### src/design/tdss_pkg.sv
// Shared types, constants and helper functions of the seven-segment scanner.
// Depends on nothing; every other design file but the macro header imports it.
package tdss_pkg;

  localparam int unsigned DigitCountDef = 3;
  localparam int unsigned ReqTypeW      = 2;
  localparam int unsigned ValueW        = 10;
  localparam int unsigned SegW          = 28;
  localparam int unsigned EnW           = 3;
  localparam int unsigned DigitW        = 4;

  // Pin bits that the segment drive may change.
  localparam logic [SegW-1:0] SegMask = 28'h8CB2000;

  typedef enum logic [ReqTypeW-1:0] {
    ReqWrite = 2'd0,
    ReqTick  = 2'd1,
    ReqPoint = 2'd2
  } req_e;

  typedef struct packed {
    logic [SegW-1:0] seg;
    logic [EnW-1:0]  en;
    logic            point;
  } pin_state_t;

  // Segment code per decimal digit; a set bit is a lit segment.
  function automatic logic [SegW-1:0] seg_code(input logic [DigitW-1:0] d);
    logic [SegW-1:0] code;
    case (d)
      4'd0:    code = 28'h8CB0000;
      4'd1:    code = 28'h0480000;
      4'd2:    code = 28'h8432000;
      4'd3:    code = 28'h04B2000;
      4'd4:    code = 28'h0C82000;
      4'd5:    code = 28'h08B2000;
      4'd6:    code = 28'h88B2000;
      4'd7:    code = 28'h04A0000;
      4'd8:    code = 28'h8CB2000;
      4'd9:    code = 28'h0CB2000;
      default: code = '0;
    endcase
    return code;
  endfunction

  // Division by ten through the reciprocal 205/2048, exact below 1029.
  function automatic logic [ValueW-1:0] div10(input logic [ValueW-1:0] v);
    logic [20:0] prod;
    prod = 21'(v) * 21'd205;
    return prod[20:11];
  endfunction

  function automatic int unsigned pow10(input int unsigned n);
    int unsigned p;
    p = 1;
    for (int unsigned i = 0; i < n; i++) begin
      p = p * 10;
    end
    return p;
  endfunction

endpackage

### src/design/tdss_req_if.sv
// Request channel of the scanner: valid/ready handshake and request payload.
// Depends on tdss_pkg for the field widths.
interface tdss_req_if;
  import tdss_pkg::*;

  logic                valid;
  logic                ready;
  logic [ReqTypeW-1:0] req_type;
  logic [ValueW-1:0]   display_value;
  logic                point_level;

  modport source (output valid, output req_type, output display_value,
                  output point_level, input ready);
  modport sink   (input valid, input req_type, input display_value,
                  input point_level, output ready);
endinterface

### src/design/tdss_res_if.sv
// Result channel of the scanner: valid/ready handshake and pin levels.
// Depends on tdss_pkg for the field widths.
interface tdss_res_if;
  import tdss_pkg::*;

  logic            valid;
  logic            ready;
  logic [SegW-1:0] segment_pins;
  logic [EnW-1:0]  digit_enables;
  logic            point_pin;

  modport source (output valid, output segment_pins, output digit_enables,
                  output point_pin, input ready);
  modport sink   (input valid, input segment_pins, input digit_enables,
                  input point_pin, output ready);
endinterface

### src/design/tdss_digit_split.sv
// Saturates a value to the displayable range and splits it into BCD digits.
// Depends on tdss_pkg (div10, pow10, widths).
module tdss_digit_split #(
  parameter int unsigned DIGIT_COUNT = tdss_pkg::DigitCountDef
) (
  input  logic [tdss_pkg::ValueW-1:0]                   value_i,
  output logic [tdss_pkg::DigitW*DIGIT_COUNT-1:0]       digits_o
);
  import tdss_pkg::*;

  localparam logic [31:0] Limit = 32'(pow10(DIGIT_COUNT) - 1);

  logic [ValueW-1:0] sat;
  logic [ValueW-1:0] rest;
  logic [ValueW-1:0] quot;
  logic [ValueW-1:0] rem;

  assign sat = (32'(value_i) > Limit) ? Limit[ValueW-1:0] : value_i;

  // Least significant digit goes to the highest position.
  always_comb begin
    rest     = sat;
    quot     = '0;
    rem      = '0;
    digits_o = '0;
    for (int i = DIGIT_COUNT - 1; i >= 0; i--) begin
      quot = div10(rest);
      rem  = rest - ValueW'(quot * ValueW'(10));
      digits_o[DigitW*i +: DigitW] = rem[DigitW-1:0];
      rest = quot;
    end
  end

endmodule

### src/design/tdss_scan.sv
// Display state: stored digits, scan position and the pin levels.
// Depends on tdss_pkg (seg_code, req_e, pin_state_t).
module tdss_scan #(
  parameter int unsigned DIGIT_COUNT = tdss_pkg::DigitCountDef
) (
  input  logic                                    clk_i,
  input  logic                                    rst_ni,
  input  logic                                    step_i,
  input  tdss_pkg::req_e                          req_i,
  input  logic [tdss_pkg::DigitW*DIGIT_COUNT-1:0] digits_i,
  input  logic                                    point_i,
  output tdss_pkg::pin_state_t                    pins_o
);
  import tdss_pkg::*;

  localparam int unsigned StoreW = DigitW * DIGIT_COUNT;
  localparam int unsigned PosW   = (DIGIT_COUNT > 1) ? $clog2(DIGIT_COUNT) : 1;

  logic [StoreW-1:0] digits_q, digits_d;
  logic [PosW-1:0]   pos_q, pos_d;
  pin_state_t        pins_q, pins_d;
  logic [SegW-1:0]   code;

  assign code = seg_code(digits_q[DigitW*pos_q +: DigitW]);

  always_comb begin
    digits_d = digits_q;
    pos_d    = pos_q;
    pins_d   = pins_q;
    case (req_i)
      ReqWrite: digits_d = digits_i;
      ReqTick: begin
        pins_d.seg = (pins_q.seg | (~code & SegMask)) & ~code;
        // Positions beyond the enable field leave all enables off.
        for (int k = 0; k < EnW; k++) begin
          pins_d.en[k] = (32'(pos_q) == k);
        end
        pos_d = (pos_q == PosW'(DIGIT_COUNT - 1)) ? '0 : pos_q + PosW'(1);
      end
      ReqPoint: pins_d.point = point_i;
      default: ;
    endcase
  end

  always_ff @(posedge clk_i or negedge rst_ni) begin
    if (!rst_ni) begin
      digits_q <= '0;
      pos_q    <= '0;
      pins_q   <= '0;
    end else if (step_i) begin
      digits_q <= digits_d;
      pos_q    <= pos_d;
      pins_q   <= pins_d;
    end
  end

  assign pins_o = pins_d;

endmodule

### src/design/three_digit_seven_segment_scanner_core.sv
// Multiplexed seven-segment display driver. Each request (write a value, scan
// tick, or set the decimal point) yields one result with the pin levels held
// after it. A request is taken into an input register; once the output
// register is free it is applied to the display state and its result lands
// in the output register. The core takes one request every cycle; ready
// drops only when a result waits in the output register and the sink stalls.
// The digit split is a reciprocal multiply per digit between the two
// registers and is what sets the clock period.
module three_digit_seven_segment_scanner_core #(
  parameter int unsigned DIGIT_COUNT = tdss_pkg::DigitCountDef
) (
  input  logic       clk_i,
  input  logic       rst_ni,
  tdss_req_if.sink   req_i,
  tdss_res_if.source res_o
);
  import tdss_pkg::*;

  localparam int unsigned StoreW = DigitW * DIGIT_COUNT;

  logic              in_valid_q;
  req_e              req_q;
  logic [ValueW-1:0] value_q;
  logic              point_q;
  logic              advance;
  logic [StoreW-1:0] digits;
  pin_state_t        pins_next;
  logic              res_valid_q;
  pin_state_t        res_q;

  // The staged request moves on whenever the output register is free.
  assign advance     = in_valid_q && (!res_valid_q || res_o.ready);
  assign req_i.ready = !in_valid_q || advance;

  always_ff @(posedge clk_i or negedge rst_ni) begin
    if (!rst_ni) begin
      in_valid_q <= 1'b0;
    end else if (req_i.ready) begin
      in_valid_q <= req_i.valid;
    end
  end

  always_ff @(posedge clk_i) begin
    if (req_i.valid && req_i.ready) begin
      req_q   <= req_e'(req_i.req_type);
      value_q <= req_i.display_value;
      point_q <= req_i.point_level;
    end
  end

  tdss_digit_split #(
    .DIGIT_COUNT(DIGIT_COUNT)
  ) u_split (
    .value_i  (value_q),
    .digits_o (digits)
  );

  tdss_scan #(
    .DIGIT_COUNT(DIGIT_COUNT)
  ) u_scan (
    .clk_i    (clk_i),
    .rst_ni   (rst_ni),
    .step_i   (advance),
    .req_i    (req_q),
    .digits_i (digits),
    .point_i  (point_q),
    .pins_o   (pins_next)
  );

  always_ff @(posedge clk_i or negedge rst_ni) begin
    if (!rst_ni) begin
      res_valid_q <= 1'b0;
    end else if (advance) begin
      res_valid_q <= 1'b1;
    end else if (res_o.ready) begin
      res_valid_q <= 1'b0;
    end
  end

  always_ff @(posedge clk_i) begin
    if (advance) begin
      res_q <= pins_next;
    end
  end

  assign res_o.valid         = res_valid_q;
  assign res_o.segment_pins  = res_q.seg;
  assign res_o.digit_enables = res_q.en;
  assign res_o.point_pin     = res_q.point;

endmodule

### src/flat_wrapper.sv
// flat-port wrapper written by rule: the top's interface ports become plain ports
module three_digit_seven_segment_scanner_core_flat import tdss_pkg::*;
#(
  parameter int unsigned DIGIT_COUNT = tdss_pkg::DigitCountDef
)
  (clk_i, rst_ni, req_i_valid, req_i_req_type, req_i_display_value, req_i_point_level, req_i_ready, res_o_valid, res_o_segment_pins, res_o_digit_enables, res_o_point_pin, res_o_ready);
  tdss_req_if req_i_i ();
  tdss_res_if res_o_i ();
  input  logic clk_i;
  input  logic rst_ni;
  input wire logic [$bits(req_i_i.valid)-1:0] req_i_valid;
  input wire logic [$bits(req_i_i.req_type)-1:0] req_i_req_type;
  input wire logic [$bits(req_i_i.display_value)-1:0] req_i_display_value;
  input wire logic [$bits(req_i_i.point_level)-1:0] req_i_point_level;
  output wire logic [$bits(req_i_i.ready)-1:0] req_i_ready;
  output wire logic [$bits(res_o_i.valid)-1:0] res_o_valid;
  output wire logic [$bits(res_o_i.segment_pins)-1:0] res_o_segment_pins;
  output wire logic [$bits(res_o_i.digit_enables)-1:0] res_o_digit_enables;
  output wire logic [$bits(res_o_i.point_pin)-1:0] res_o_point_pin;
  input wire logic [$bits(res_o_i.ready)-1:0] res_o_ready;
  assign req_i_i.valid = req_i_valid;
  assign req_i_i.req_type = req_i_req_type;
  assign req_i_i.display_value = req_i_display_value;
  assign req_i_i.point_level = req_i_point_level;
  assign req_i_ready = req_i_i.ready;
  assign res_o_valid = res_o_i.valid;
  assign res_o_segment_pins = res_o_i.segment_pins;
  assign res_o_digit_enables = res_o_i.digit_enables;
  assign res_o_point_pin = res_o_i.point_pin;
  assign res_o_i.ready = res_o_ready;
  three_digit_seven_segment_scanner_core #(.DIGIT_COUNT(DIGIT_COUNT)) u_core (.clk_i(clk_i), .rst_ni(rst_ni), .req_i(req_i_i), .res_o(res_o_i));
endmodule
### config.mk
export PLATFORM = sky130hd
export DESIGN_NAME = three_digit_seven_segment_scanner_core_flat
export DESIGN_NICKNAME = d
export VERILOG_FILES = /design/src/design/tdss_pkg.sv /design/src/design/tdss_req_if.sv /design/src/design/tdss_res_if.sv /design/src/design/tdss_digit_split.sv /design/src/design/tdss_scan.sv /design/src/design/three_digit_seven_segment_scanner_core.sv /design/src/flat_wrapper.sv
export SDC_FILE = /design/constraint.sdc
export NUM_CORES = 1
export LEC_CHECK = 0
export ABC_AREA = 0
export BUFFER_PORTS_ARGS = -buffer_cell sky130_fd_sc_hd__buf_2
export CAP_MARGIN = 20
export CORE_MARGIN = 5
export CORE_UTILIZATION = 55
export CTS_BUF_LIST = sky130_fd_sc_hd__clkbuf_8
export CTS_CLUSTER_SIZE = 30
export DETAILED_ROUTE_END_ITERATION = 10
export PLACE_DENSITY = 0.74
export SETUP_SLACK_MARGIN = 0.4
export SYNTH_ARGS = -nofsm -noshare
export SYNTH_HDL_FRONTEND = slang
export SYNTH_HIERARCHICAL = 1
export SYNTH_SLANG_ARGS = --single-unit
### constraint.sdc
create_clock -name clk_i -period 21 [get_ports clk_i]
set_input_delay 6.3 -clock clk_i [delete_from_list [all_inputs] [get_ports clk_i]]
set_output_delay 6.3 -clock clk_i [all_outputs]
set_load 0.1 [all_outputs]
Word-level counts from Yosys, hierarchy flattened. Memory sizes are Yosys's and may differ from the RTL's. Cells that the tools add are included.

Bits in registers: 93. Bits in read-only memories: 112. Bits of input ports: 17. Output and inout port bits: 34. Memories kept: 1.

Add/subtract/negate cells: 4. $mul: 6. $lt $le $gt $ge: 1. Eq/ne operators: 4. Shifts and indexed selects: 1. Mux-type cells: 6. Bitwise gates (word level): 3. Reductions and logical operators: 11.

Memories: (no name shown) (words 16, bits a word 7, rd ports 1, clocked after memory_dff 0, wr ports 0, RTL line tdss_pkg.sv:30) `case (d)`.

Operators with widths (number): $mux 31 (1); $and 28x28->28 (1); $not 28->28 (1); $or 28x28->28 (1); $mul 10x8->18 const B (1); $mul 7x8->15 const B (1); $mul 4x8->12 const B (1); $shiftx 12x5->4 (1); $sub 4x4->4 (3); $gt 10x10->1 const B (1); $mux 10 (1); $mul 7x3->3 const B (1); $eq 2x1->1 const B (2); $eq 2x2->1 const B (2); $logic_not 2->1 (2); $mul 4x3->3 const B (1); $reduce_and 2->1 (2); $mul 1x3->3 const B (1); $mux 1 (3); $add 2x1->2 const B (1); $logic_and 1x1->1 (2); $logic_not 1->1 (2); $logic_or 1x1->1 (2); $mux 2 (1); $reduce_bool 2->1 (1).

Depth between registers and ports, before layout. Gate-level depths: netlist of run 1.

Word-level depth: 7. Gate-level depth with buffers: 47. Mapped depth without buffers: 46.

Modules after synthesis. Netlist of run 1, hierarchy kept.

Modules (own cells, without submodules): tdss_digit_split (instances 1, cells each 338, area each 3138.0 um2, sequential area each 0.0 um2); tdss_scan (instances 1, cells each 165, area each 1602.8 um2, sequential area each 625.6 um2); three_digit_seven_segment_scanner_core (instances 1, cells each 53, area each 1455.1 um2, sequential area each 1401.3 um2).

Least setup slack after synthesis of run 1. No wires, ideal clock.

Kind: input-to-output. From: input port res_o_ready. To: output port req_i_ready. Arrival time: 6652 ps. Required time: 14700 ps. Setup slack: 8048 ps. Stages on the path: 1. Path buffers: 0. Path through: nand3b_4.

Word-level cells in the longest chain between the ends: 3.

RTL lines: from (decl) (RTL line flat_wrapper.sv:20) `input wire logic [$bits(res_o_i.ready)-1:0] res_o_ready;`; $logic_or 1x1->1 (RTL line three_digit_seven_segment_scanner_core.sv:32) `assign advance = in_valid_q && (!res_valid_q || res_o.ready);`; $logic_and 1x1->1 (RTL line three_digit_seven_segment_scanner_core.sv:32); $logic_or 1x1->1 (RTL line three_digit_seven_segment_scanner_core.sv:33) `assign req_i.ready = !in_valid_q || advance;`; to (decl) (RTL line flat_wrapper.sv:15) `output wire logic [$bits(req_i_i.ready)-1:0] req_i_ready;`.

Every way passes these cells.

Worst setup path after layout of run 1. Same ends and word-level chain as after synthesis.

==> results of run 1 <==
tightest hold or removal path, stage by stage (launching register included):
cell and delay (ns):
dfrtp_1 0.35, nand2_1 0.05, nand2_1 0.05
path summary, 6_finish.rpt:
kind | end | slack (ns) | from | cells after the start
setup / recovery | req_i_ready | 7.76 | res_o_ready | 3
hold / removal | u_core/u_scan/pins_q[1] | 0.48 | u_core/u_scan/pins_q[1] | 2
setup reg to reg | u_core/u_scan/digits_q[3] | 10.45 | u_core/value_q[9] | 44
hold reg to reg | u_core/u_scan/pins_q[1] | 0.48 | u_core/u_scan/pins_q[1] | 2
max in group asynchronous | u_core/u_scan/digits_q[5] | 14.63 | rst_ni | 1
min in group asynchronous | u_core/u_scan/pins_q[31] | 5.95 | rst_ni | 1
metrics by stage:
stage	instance area, µm²	hold slack (ns)	util
after floorplan	6270	0.447	-
after global placement	6440	0.462	0.589
after detailed placement	6440	0.464	0.589
after CTS	6630	0.483	0.606
after global routing	6630	0.524	0.606
final	6630	0.481	0.606
layout make-up:
class,count,area (µm²)
flip-flops and latches,72,2030
fillers,922,4310
well taps,140,175
inverters,77,289
clock buffers,9,124
clock inverters,7,67.6
multi-input cells,387,3680
repair buffers,52,265
cell usage after synthesis, drive strengths merged (3+ instances only):
cell type / instances / area (µm²)
xnor2: 13 / 140
a211oi: 6 / 50.1
xor2: 11 / 123
nand2: 31 / 116
ha: 102 / 1280
inv: 77 / 289
a41oi: 3 / 45.1
dfrtp: 27 / 676
o31ai: 4 / 43.8
o21a: 5 / 38.8
o21ai: 24 / 131
a31oi: 5 / 61.3
nand4: 3 / 25.0
or2: 5 / 31.3
nand3: 3 / 15.0
mux2i: 7 / 70.1
mux2: 14 / 158
fa: 24 / 480
edfxtp: 45 / 1350
a21o: 9 / 67.6
o211ai: 5 / 37.5
a21oi: 20 / 134
o21bai: 3 / 33.8
and2: 7 / 46.3
nor2b: 5 / 31.3
nand3b: 3 / 35.0
nand2b: 9 / 56.3
clkbuf: 9 / 33.8
buf: 31 / 240
nor2: 15 / 61.3
routing by layer:
metal,track usage,vias to the layer above,part of all wire
met1,0.204,1880,0.42
li1,-,1983,-
met5,0,-,0
met4,0.0557,0,0.017
met2,0.304,71,0.52
met3,0.0394,20,0.040
sequential cells by signal, indices dropped and copies added (netlist names):
signal / count
u_core/res_o.segment_pins: 28
u_core/u_scan/digits_q: 12
u_core/u_scan/pins_q: 11
u_core/value_q: 10
u_core/res_o.digit_enables: 3
u_core/req_q: 2
u_core/u_scan/pos_q: 2
u_core/in_valid_q: 1
u_core/point_q: 1
u_core/res_o.point_pin: 1
u_core/res_o.valid: 1
kinds of logic (layout without fill, tap and decap cells):
group                      count (synthesis)  in the layout  synth area share
DFF                                       72             72             0.327
adders and majority gates                126            126             0.284
xor gates and xnor gates                  25             25            0.0462
buffers and inverters                    117            145            0.0909
other                                      1             21          0.000605
muxes                                     21             21            0.0368
AOI/OAI and AO/OA                        100            100             0.130
and+or+nand+nor                           94             94            0.0846
==> metrics.cfg, run 1 <==
[outcome]
outcome = finished, final reports clean

[floorplanning]
die_area_um2 = 13500
core_um2 = 10900
initial_core_util = 0.567
rows = 38
die_w_um = 116
num_io_pins = 51
die_y_um = 116

[critical_path]
critPathLaunchType = input pin
path_buf_inv = 2
end_kind = primary output
slowest_stage = buf_2
critPathTopFamily = buffers and inverters
path_class = input pin to primary output
cp.arrival_ns = 6.94
critPathMaxFanout = 3
path_cells = buf_2, nand3b_4, buf_2
cpPeakStageDelay_ns = 0.43
cp.required_ns = 14.70
crit_top_cell = buf_2

[yosys]
syn-mean-instance-area_um2 = 11.1
ys_seq_elements = 72
async_flop_share = 0.375
syn_inst = 556
synth_edf_count = 45
synth-main-ff-cell = edfxtp_1
synthDistinctLibCells = 79
synth_warnings = 6
synth_seq_area_share = 0.327
syn_area_um2 = 6200

[cts]
clkSinkCount = 72
cts_max_path_buffers = 2
cts_buffers = 9
holdBufCountCts = 0
clock_latency_ns = 0.35
htree_num_levels = 3
clk_pin_slew_ns = 0.08
cts_resized = 0
clockRootBuffer = clkbuf_8
tritoncts = built
cts_setup_buffers = 0

[placement]
hpwl_um = 8770
io_buffers = 50
placed_cells = 728
gp_congestion = 0.874
pre_cts_slack_ns = 7.75

[sta]
worst_pin_slew_ns = 0.832
finalSetupViolations = 0
slew_violations = 0
finalClockSkew_ns = 0.0142
finalCritPeriodShare = 0.631
timing.final.crit_period_ns = 13.24
hold_viol = 0
slew_headroom = 0.445
tns_ns = 0
setup_ws_ns = 7.76
fmax_mhz = 75.5
rsz0062_at_grt = false

[final_layout]
final_cell_mix = 102 x ha_1, 74 x inv_1, 50 x buf_2
layout.nets = 742
syn2layout_area_growth_pct = 6.99
final_common_cell = ha_1
num_antenna_cells = 0
drive_above_1_share = 0.204
final_cells = 744

[global_routing]
track_usage = 0.171
first_global_vias = 4112
grt_max_degree = 37
grt_pass1_wl_um = 18100
antenna_found_initial = 0
grt_overflow_total = 0

[routing]
routed_via_density = 5.31
dr_total_vias = 3954
wirelength_um = 10700
drc_errors = 0
firstDrtPassIters = 4
antenna_violating_nets_post_route = 0
drt_iter0_drc = 139
wire_per_inst_um = 14.4

[worst_hold_path]
hold_path.class = flip-flop to flip-flop

[job]
maxCapViolCount = 0

Power of run 1 is not shown: default switching activity piles up to over one toggle a cycle in this logic, so the estimate is an artifact.
==> inputs of run 2 (changes only) <==
ABC_AREA = 1   (was 0)
clock period = 12.6 ns   (was 21 ns; I/O delays follow)
==> run 2 against run 1 <==
Against the previous run: synthesized area fell by 0.36%; sequential share of layout area shrank 0.18 points; via count up 6.3%; die area is 0.34% lower; final cell count is 15% higher; clock-buffer cell count grew 1; non-clock buffer count down 1; highest routed layer unchanged.
==> metrics.cfg, run 2 <==
[sta]
timing.final.crit_period_ns = 10.06
whs_ns = 0.503
finalCritPeriodShare = 0.799
finalSetupViolations = 0
hold_viol = 0
rsz0062_at_grt = false
worst_pin_slew_ns = 0.597
fmax_mhz = 99.4
finalClockSkew_ns = 0.0120
slew_violations = 0
slew_headroom = 0.602
tns_ns = 0

[routing]
firstDrtPassIters = 4
wirelength_um = 10900
routed_via_density = 4.93
dr_total_vias = 4205
drc_errors = 0
antenna_violating_nets_post_route = 0
met1_length_um = 4800
top_layer = met4
drt_iter0_drc = 159
wire_per_inst_um = 12.8
met2_length_um = 5710
wl_met3_um = 285

[global_routing]
first_global_vias = 4431
antenna_found_initial = 0
grt_max_degree = 28
grt_overflow_total = 0
grt_pass1_wl_um = 19300
track_usage = 0.176

[worst_hold_path]
hold_path.class = flip-flop to flip-flop
min_to = u_core/u_scan/pins_q[3]
worstHoldStart = u_core/u_scan/pins_q[3]
hold_depth = 2

[final_layout]
drive_above_1_share = 0.188
layout.nets = 851
largest_reg_flops = 28
final_common_cell = inv_1
syn2layout_area_growth_pct = 8.03
num_antenna_cells = 0
final_cell_mix = 135 x inv_1, 102 x ha_1, 97 x nand2_1
final_cells = 853

[yosys]
synthDistinctLibCells = 44
synth_edf_count = 45
synthMostInstantiatedCell = inv_1
synth.area.top_cells = edfxtp_1 22%, ha_1 21%, dfrtp_1 11%
synth_seq_area_share = 0.328
synth.top_cell.area_share = 0.219
yosys.area.top_type = edfxtp_1
synth-main-ff-cell = edfxtp_1
synth.top_cells.by_count = 133 x inv_1, 102 x ha_1, 97 x nand2_1, 45 x edfxtp_1, 28 x nor2_1
syn_area_um2 = 6170
ys_seq_elements = 72
synth_warnings = 6
syn_inst = 655
syn-mean-instance-area_um2 = 9.43
async_flop_share = 0.375

[critical_path]
cp.required_ns = 12.82
critPathLaunchType = flip-flop
r2r_slack_ns = 2.54
cpPeakStageDelay_ns = 0.55
crit_top_cell = nand2_1
cp.arrival_ns = 10.28
timing.rr.end = u_core/u_scan/digits_q[3]
path_class = flip-flop to flip-flop
worstRegToRegCells = 60
end_kind = flip-flop
critPathMaxFanout = 8
slowest_stage = fa_1
r2r-start = u_core/value_q[8]

[placement]
placed_cells = 837
io_buffers = 50
hpwl_um = 9250
gp_congestion = 0.902

[cts]
clockRootBuffer = clkbuf_8
htree_num_levels = 3
clk_pin_slew_ns = 0.08
cts_resized = 0
cts_buffers = 9
clkSinkCount = 72
cts_setup_buffers = 0
tritoncts = built
holdBufCountCts = 0
clock_latency_ns = 0.34
cts_max_path_buffers = 2

[job]
maxCapViolCount = 0

[floorplanning]
rows = 38
die_w_um = 116
initial_core_util = 0.565
die_area_um2 = 13400
core_um2 = 10900
die_y_um = 116
num_io_pins = 51

[outcome]
outcome = finished, final reports clean

-- run 2: cell count changes after synthesis, moves of 10 or more --
cell | before | now
inv_1 | 74 | 133
nor2_1 | 13 | 28
nand3_1 | 3 | 21
nand2_1 | 31 | 97
nand2_2 | 0 | 10
xnor2_1 | 11 | 1
-- run 2: through the flow --
stage | setup slack, ns | cell area (µm²) | utilization
floorplan | 3.50 | 6250 | -
global placement | 2.91 | 6500 | 0.595
detailed placement | 2.58 | 6500 | 0.595
CTS | 2.54 | 6670 | 0.610
global route | 1.71 | 6670 | 0.610
finish | 2.54 | 6670 | 0.610
-- run 2: kinds of logic (layout without fill, tap and decap cells) --
group / after synthesis / count (layout) / share of synthesized area
AOI/OAI and AO/OA: 56 / 56 / 0.0553
xor gates and xnor gates: 15 / 15 / 0.0249
muxes: 12 / 12 / 0.0219
buffers and inverters: 173 / 211 / 0.119
DFF: 72 / 72 / 0.328
other: 1 / 21 / 0.000607
adders and majority gates: 126 / 126 / 0.285
and+or+nand+nor: 200 / 200 / 0.166
-- run 2: cell type report --
| cell class | instances | area (µm²) |
|---|---|---|
| well taps | 140 | 175 |
| flip-flops and latches | 72 | 2030 |
| clock buffers | 10 | 138 |
| clock inverters | 6 | 28.8 |
| fillers | 925 | 4270 |
| inverters | 144 | 543 |
| multi-input cells | 430 | 3500 |
| repair buffers | 51 | 258 |
-- run 2: worst max-delay path, delay by kind of cell, from the launching register on --
kind                     cells  cell delay [ns]
AO/OA/AOI/OAI                6             0.87
XOR/XNOR                     1             0.18
adder cells (fa/ha/maj)     14             4.82
buffers and inverters        9             0.61
flip-flops                   1             0.49
multiplexers                 1             0.25
AND/OR/NAND/NOR             29             2.71
-- run 2: layer usage --
metal | GRT usage | up-vias
li1 | - | 2165
met1 | 0.223 | 1965
met2 | 0.316 | 62
met3 | 0.0266 | 13
met4 | 0.0449 | 0
met5 | 0 | -
-- run 2: worst max path at each step --
| stage | from | end | slack [ns] | depth (start not counted) |
|---|---|---|---|---|
| floorplan | u_core/value_q[3] | u_core/u_scan/digits_q[2] | 3.50 | 56 |
| global placement | u_core/value_q[9] | u_core/u_scan/digits_q[2] | 2.91 | 59 |
| detailed placement | u_core/value_q[8] | u_core/u_scan/digits_q[3] | 2.58 | 54 |
| CTS | u_core/value_q[8] | u_core/u_scan/digits_q[3] | 2.54 | 54 |
| global route | u_core/value_q[8] | u_core/u_scan/digits_q[3] | 1.71 | 54 |
| finish | u_core/value_q[8] | u_core/u_scan/digits_q[3] | 2.54 | 60 |
Power of run 2 is left out for the same reason.
